**src/design/gltm_ram.sv**
```systemverilog
// ----------------------------------------------------------------------------
// gltm_ram
// Simple dual-port synchronous memory: one write port, one read port with
// registered read data.
// ----------------------------------------------------------------------------
`default_nettype none

module gltm_ram #(
    parameter int DEPTH = 64,
    parameter int WIDTH = 38
) (
    input  wire logic                     i_clk,
    input  wire logic                     i_wr_en,
    input  wire logic [$clog2(DEPTH)-1:0] i_wr_addr,
    input  wire logic [WIDTH-1:0]         i_wr_data,
    input  wire logic                     i_rd_en,
    input  wire logic [$clog2(DEPTH)-1:0] i_rd_addr,
    output logic      [WIDTH-1:0]         o_rd_data
);

    logic [WIDTH-1:0] r_mem [DEPTH];

    // write port
    always_ff @(posedge i_clk) begin
        if (i_wr_en) begin
            r_mem[i_wr_addr] <= i_wr_data;
        end
    end

    // read port, data held while no read is issued
    always_ff @(posedge i_clk) begin
        if (i_rd_en) begin
            o_rd_data <= r_mem[i_rd_addr];
        end
    end

endmodule

`default_nettype wire

```
**config.mk**
```make
export PLATFORM = sky130hd
export DESIGN_NAME = gltm_ram
export DESIGN_NICKNAME = d
export VERILOG_FILES = /design/src/design/gltm_ram.sv
export SDC_FILE = /design/constraint.sdc
export NUM_CORES = 2
export LEC_CHECK = 0
export BUFFER_PORTS_ARGS = -buffer_cell sky130_fd_sc_hd__buf_2
export CAP_MARGIN = 20
export CORE_ASPECT_RATIO = 0.5
export CORE_MARGIN = 2
export CORE_UTILIZATION = 30
export CTS_CLUSTER_SIZE = 30
export DETAILED_ROUTE_END_ITERATION = 12
export MAX_ROUTING_LAYER = met4
export SYNTH_ARGS = -nofsm -noshare
export SYNTH_HDL_FRONTEND = slang
export SYNTH_SLANG_ARGS = --single-unit
```
**constraint.sdc**
```tcl
create_clock -name i_clk -period 9.15 [get_ports i_clk]
set_input_delay 1.83 -clock i_clk [delete_from_list [all_inputs] [get_ports i_clk]]
set_output_delay 1.83 -clock i_clk [all_outputs]
set_load 0.05 [all_outputs]
```
# Word-level counts from Yosys, hierarchy flattened

Memories as Yosys holds them, arrays and structs flattened. A register that Yosys moved wholly into a read port is not among the register bits.
Index checks and enable logic that the tools add are counted.

Register bits: 0
Bits in writable memories: 2,432
Input port bits: 53
Output and inout bits: 38
Memories kept: 1

Memory list:

| memory | depth | bits a word | rd ports | clocked after memory_dff | write ports | line | text |
|---|---|---|---|---|---|---|---|
| r_mem  | 64    | 38          | 1        | 1                        | 1           | 21   | `logic [WIDTH-1:0] r_mem [DEPTH];` |

Mux-type cells: 2

Operator list:

| operator         | count |
|---|---|
| 2-to-1 mux 1 bit | 2 |

# Longest topological paths before layout

Depth in word-level cells: 2
Gate-level depth with buffers: 9
Gate-level depth less buffers: 5

# Least setup slack after synthesis

OpenSTA, ideal clock, no wires.

Kind: in2reg
From: input port i_wr_addr[3]
To: memory r_mem[48][0], enable pin
Library setup time: 0.480 ns
Arrival: 4.957 ns
Data required time: 8.670 ns
Path slack: 3.712 ns
Stages: 4
Cells stage by stage: clkbuf_1 nor2b_1 nand4b_1 nor3_1

RTL lines:

| what        | line | text |
|---|---|---|
| from (decl) | 14   | `input wire logic [$clog2(DEPTH)-1:0] i_wr_addr,` |
| to (decl)   | 21   |  |

No word-level cell before the write port.

==> results by group <==
Placement
  • Post-Place Setup Slack: 3.50 ns
  • GPL Wtd Cong: between 0.7 and 0.8
  • Placed cell area: slightly below 100000 µm²
  • Port-buffer cells: 90
  • Dpl hpwl: between 100 and 150 mm

Setup path
  • CP Capture Point: o_rd_data[9]
  • CP arrival: approximately 5.4 ns
  • Required time of the critical path: 9.74 ns
  • Slowest CP cell: buf_4
  • Critical path origin: i_rd_addr[1]
  • Buf/Inv on CP: 3
  • CP endpoint kind: register
  • CP max FO: between 50 and 60
  • WP depth: 8
  • Setup CP Type: input pin to register
  • Setup slack, reg-to-reg: ~6.8 ns
  • Worst r2r src: r_mem[7][25]
  • Worst path cell trace: buf_8 > buf_4 > buf_4 > mux4_2 > mux2i_1 > a21oi_1 > a21oi_1 > nor2_1
  • CP top delay family: buffers and inverters
  • Startpoint Class: input pin
  • FF-to-FF path depth: 5
  • FF-to-FF End: o_rd_data[25]
  • Slowest stage delay, CP: a little under 0.8 ns

Logic synthesis
  • Distinct cells, synth: 30
  • Mapped Area: 93300 µm²
  • Ys async rst share: 0%
  • Synth Register Bits: about 2.5k
  • Simple-gate share of the synthesized area: ~1.2%
  • Syn avg cell area: roughly 23 µm²
  • Most used DFF post-synth: edfxtp_1
  • Compound-Gate Fraction of Synth Area: under 10%
  • Syn nets: ~4.0k
  • Syn Inst Count: about 4.0k
  • Number of synthesized flops with an enable pin: 2470
  • Adder-Cell Fraction of Synth Area: 0%
  • Post-synthesis mux area share: between 15 and 20%
  • Sequential share of the synthesized area: between 70% and 80%
  • Yosys warning total: 0
  • Xor-xnor portion of the synthesized cell area: 0%
  • Largest family of logic cells by synthesized area: multiplexers

Detailed routing
  • Via count: between 40k and 50k
  • # DRC: 0
  • Post-route ant nets: 0
  • Pre-Repair DR Iteration Count: 6
  • Vias per Instance: between 5 and 6
  • Final wirelength: about 250 mm
  • Drt wl/cell: just under 30 µm
  • 1st-iter DRT viols: a little under 7k

Final layout
  • Layout area overhead: 15.0%
  • Most frequent cells in the layout: 2470 x edfxtp_1, 608 x mux4_2, 242 x clkbuf_16
  • Nets: around 4.3k
  • Final Instance Area: about 110000 µm²
  • Commonest non-fill, non-tap cell in the layout: edfxtp_1
  • Share of cells above drive strength 1: between 20% and 30%

Worst hold path
  • HP Start: r_mem[29][31]
  • HP Class: register to register

Clock network
  • CTS Buf Count: roughly 230
  • Cts repair resizes: 0
  • Setup Buffers After CTS: 0
  • Clock Tree Buf Depth: 3
  • CTS sink count: 2470
  • Clock-pin slew on the worst setup and hold paths: 0.06 ns
  • TritonCTS clock tree: done
  • H-tree depth reported by CTS: 4
  • Clk root buf: clkbuf_16
  • Worst-skew pair later-pin latency: 0.86 ns
  • Hold Buf Count CTS: 0

Floorplanning
  • Die area: 316000 µm²
  • Die height: approximately 400 µm
  • Starting Density: ~30%
  • Die W: 793 µm
  • Ports: 91
  • Row count: about 140
  • Core ar.: between 300000 and 400000 µm²

Power and ir drop
  • Pwr/cell area: 215 nW/µm²
  • VDD IR-drop max: roughly 0.17 mV
  • Total power: approximately 23 mW
  • Lkg Pwr: ~33 nW

Timing
  • Worst slew pin tran: about 1.2 ns
  • Hold Fails Final Rpt: 0
  • Clock skew: ~0.035 ns
  • Final Cycle Share: 52.3%
  • Slew headroom: between 20% and 30%
  • Setup ws final: between 4 and 5 ns
  • Post-Route Setup TNS: 0 ns
  • Final setup vio count: 0
  • Max-slew violations: 0
  • Fin crit period: approximately 4.8 ns
  • FMAX: between 200 and 250 MHz
  • RSZ-0062 raised after global routing: false
  • Worst hold slack: 0.924 ns

Global route
  • First-pass GRT wire length: between 300 and 400 mm
  • Vias in the first global route: approximately 45k
  • Antenna violations before repair: 15
  • Largest net degree at the start of global routing: 135
  • Global route overflow: 0
  • Total track usage: between 10% and 20%

Status
  • Status: finished clean

Flow run
  • Maxcap violations: 0
-- tightest hold or removal path, cell delays in order, from the launching register on --
cell and delay, ns:
edfxtp_1 0.32, mux4_2 0.22, a22oi_1 0.05, nand2_1 0.08, o22ai_1 0.07, nor2_1 0.09
-- registers in the layout, summed over array words and instances, names as in the netlist --
| register | count |
|---|---|
| o_rd_data | 38 |
| r_mem | 2432 |
-- cells in the mapped netlist (all sizes together), types with 10 or more instances --
library cell | instances | share of area (%)
clkbuf | 91 | 0.37
o221ai | 32 | 0.30
mux2i | 63 | 0.68
nand2 | 76 | 0.31
o22ai | 100 | 0.67
nand3 | 10 | 0.054
nor2 | 127 | 0.51
a22oi | 138 | 1.1
edfxtp | 2470 | 79
buf | 128 | 0.83
mux2 | 24 | 0.29
mux4 | 608 | 15
a21oi | 72 | 0.39
-- per-layer routing --
| layer | global-route usage [%] | wire length (µm) |
|---|---|---|
| met5 | - | 0 |
| met4 | 4.05 | 6100 |
| met3 | 3.09 | 23900 |
| met2 | 25.7 | 123000 |
| met1 | 21.3 | 99800 |
-- cell families after synthesis --
| family | Yosys count |
|---|---|
| AOI/OAI and AO/OA | 344 |
| DFF | 2470 |
| buffers and inverters | 220 |
| and+or+nand+nor | 260 |
| muxes | 695 |
-- per-stage QoR --
step	std cells	utilization, %
6_report	8595	34.8
5_1_grt	8595	34.8
4_1_cts	8562	34.6
3_5_place_dp	8144	32.2
3_3_place_gp	8144	32.2
2_1_floorplan	3989	-
-- layout make-up --
cell class | count | area [µm²]
antenna | 3 | 7.51
clock buffer | 296 | 6260
clock inverter | 122 | 1020
fill | 28100 | 201000
inverter | 1 | 3.75
multi-input combinational | 1299 | 18500
sequential | 2470 | 74200
tap | 4161 | 5210
timing repair buffer | 243 | 2130
-- worst min-delay path by stage --
stage | to | slack [ns] | cells past startpoint
CTS | o_rd_data[31] | 0.92 | 5
floorplan | o_rd_data[36] | 0.86 | 5
detailed placement | o_rd_data[0] | 0.91 | 5
finish | o_rd_data[31] | 0.92 | 5
global route | o_rd_data[31] | 0.96 | 5
global placement | o_rd_data[0] | 0.91 | 5
-- power by group --
group          internal, mW  switching (mW)
sequential             12.6          0.0364
combinational         0.411           0.782
clock                  5.24            4.06
total                  18.2            4.88
No activity file was read; power rests on OpenSTA's default activity.
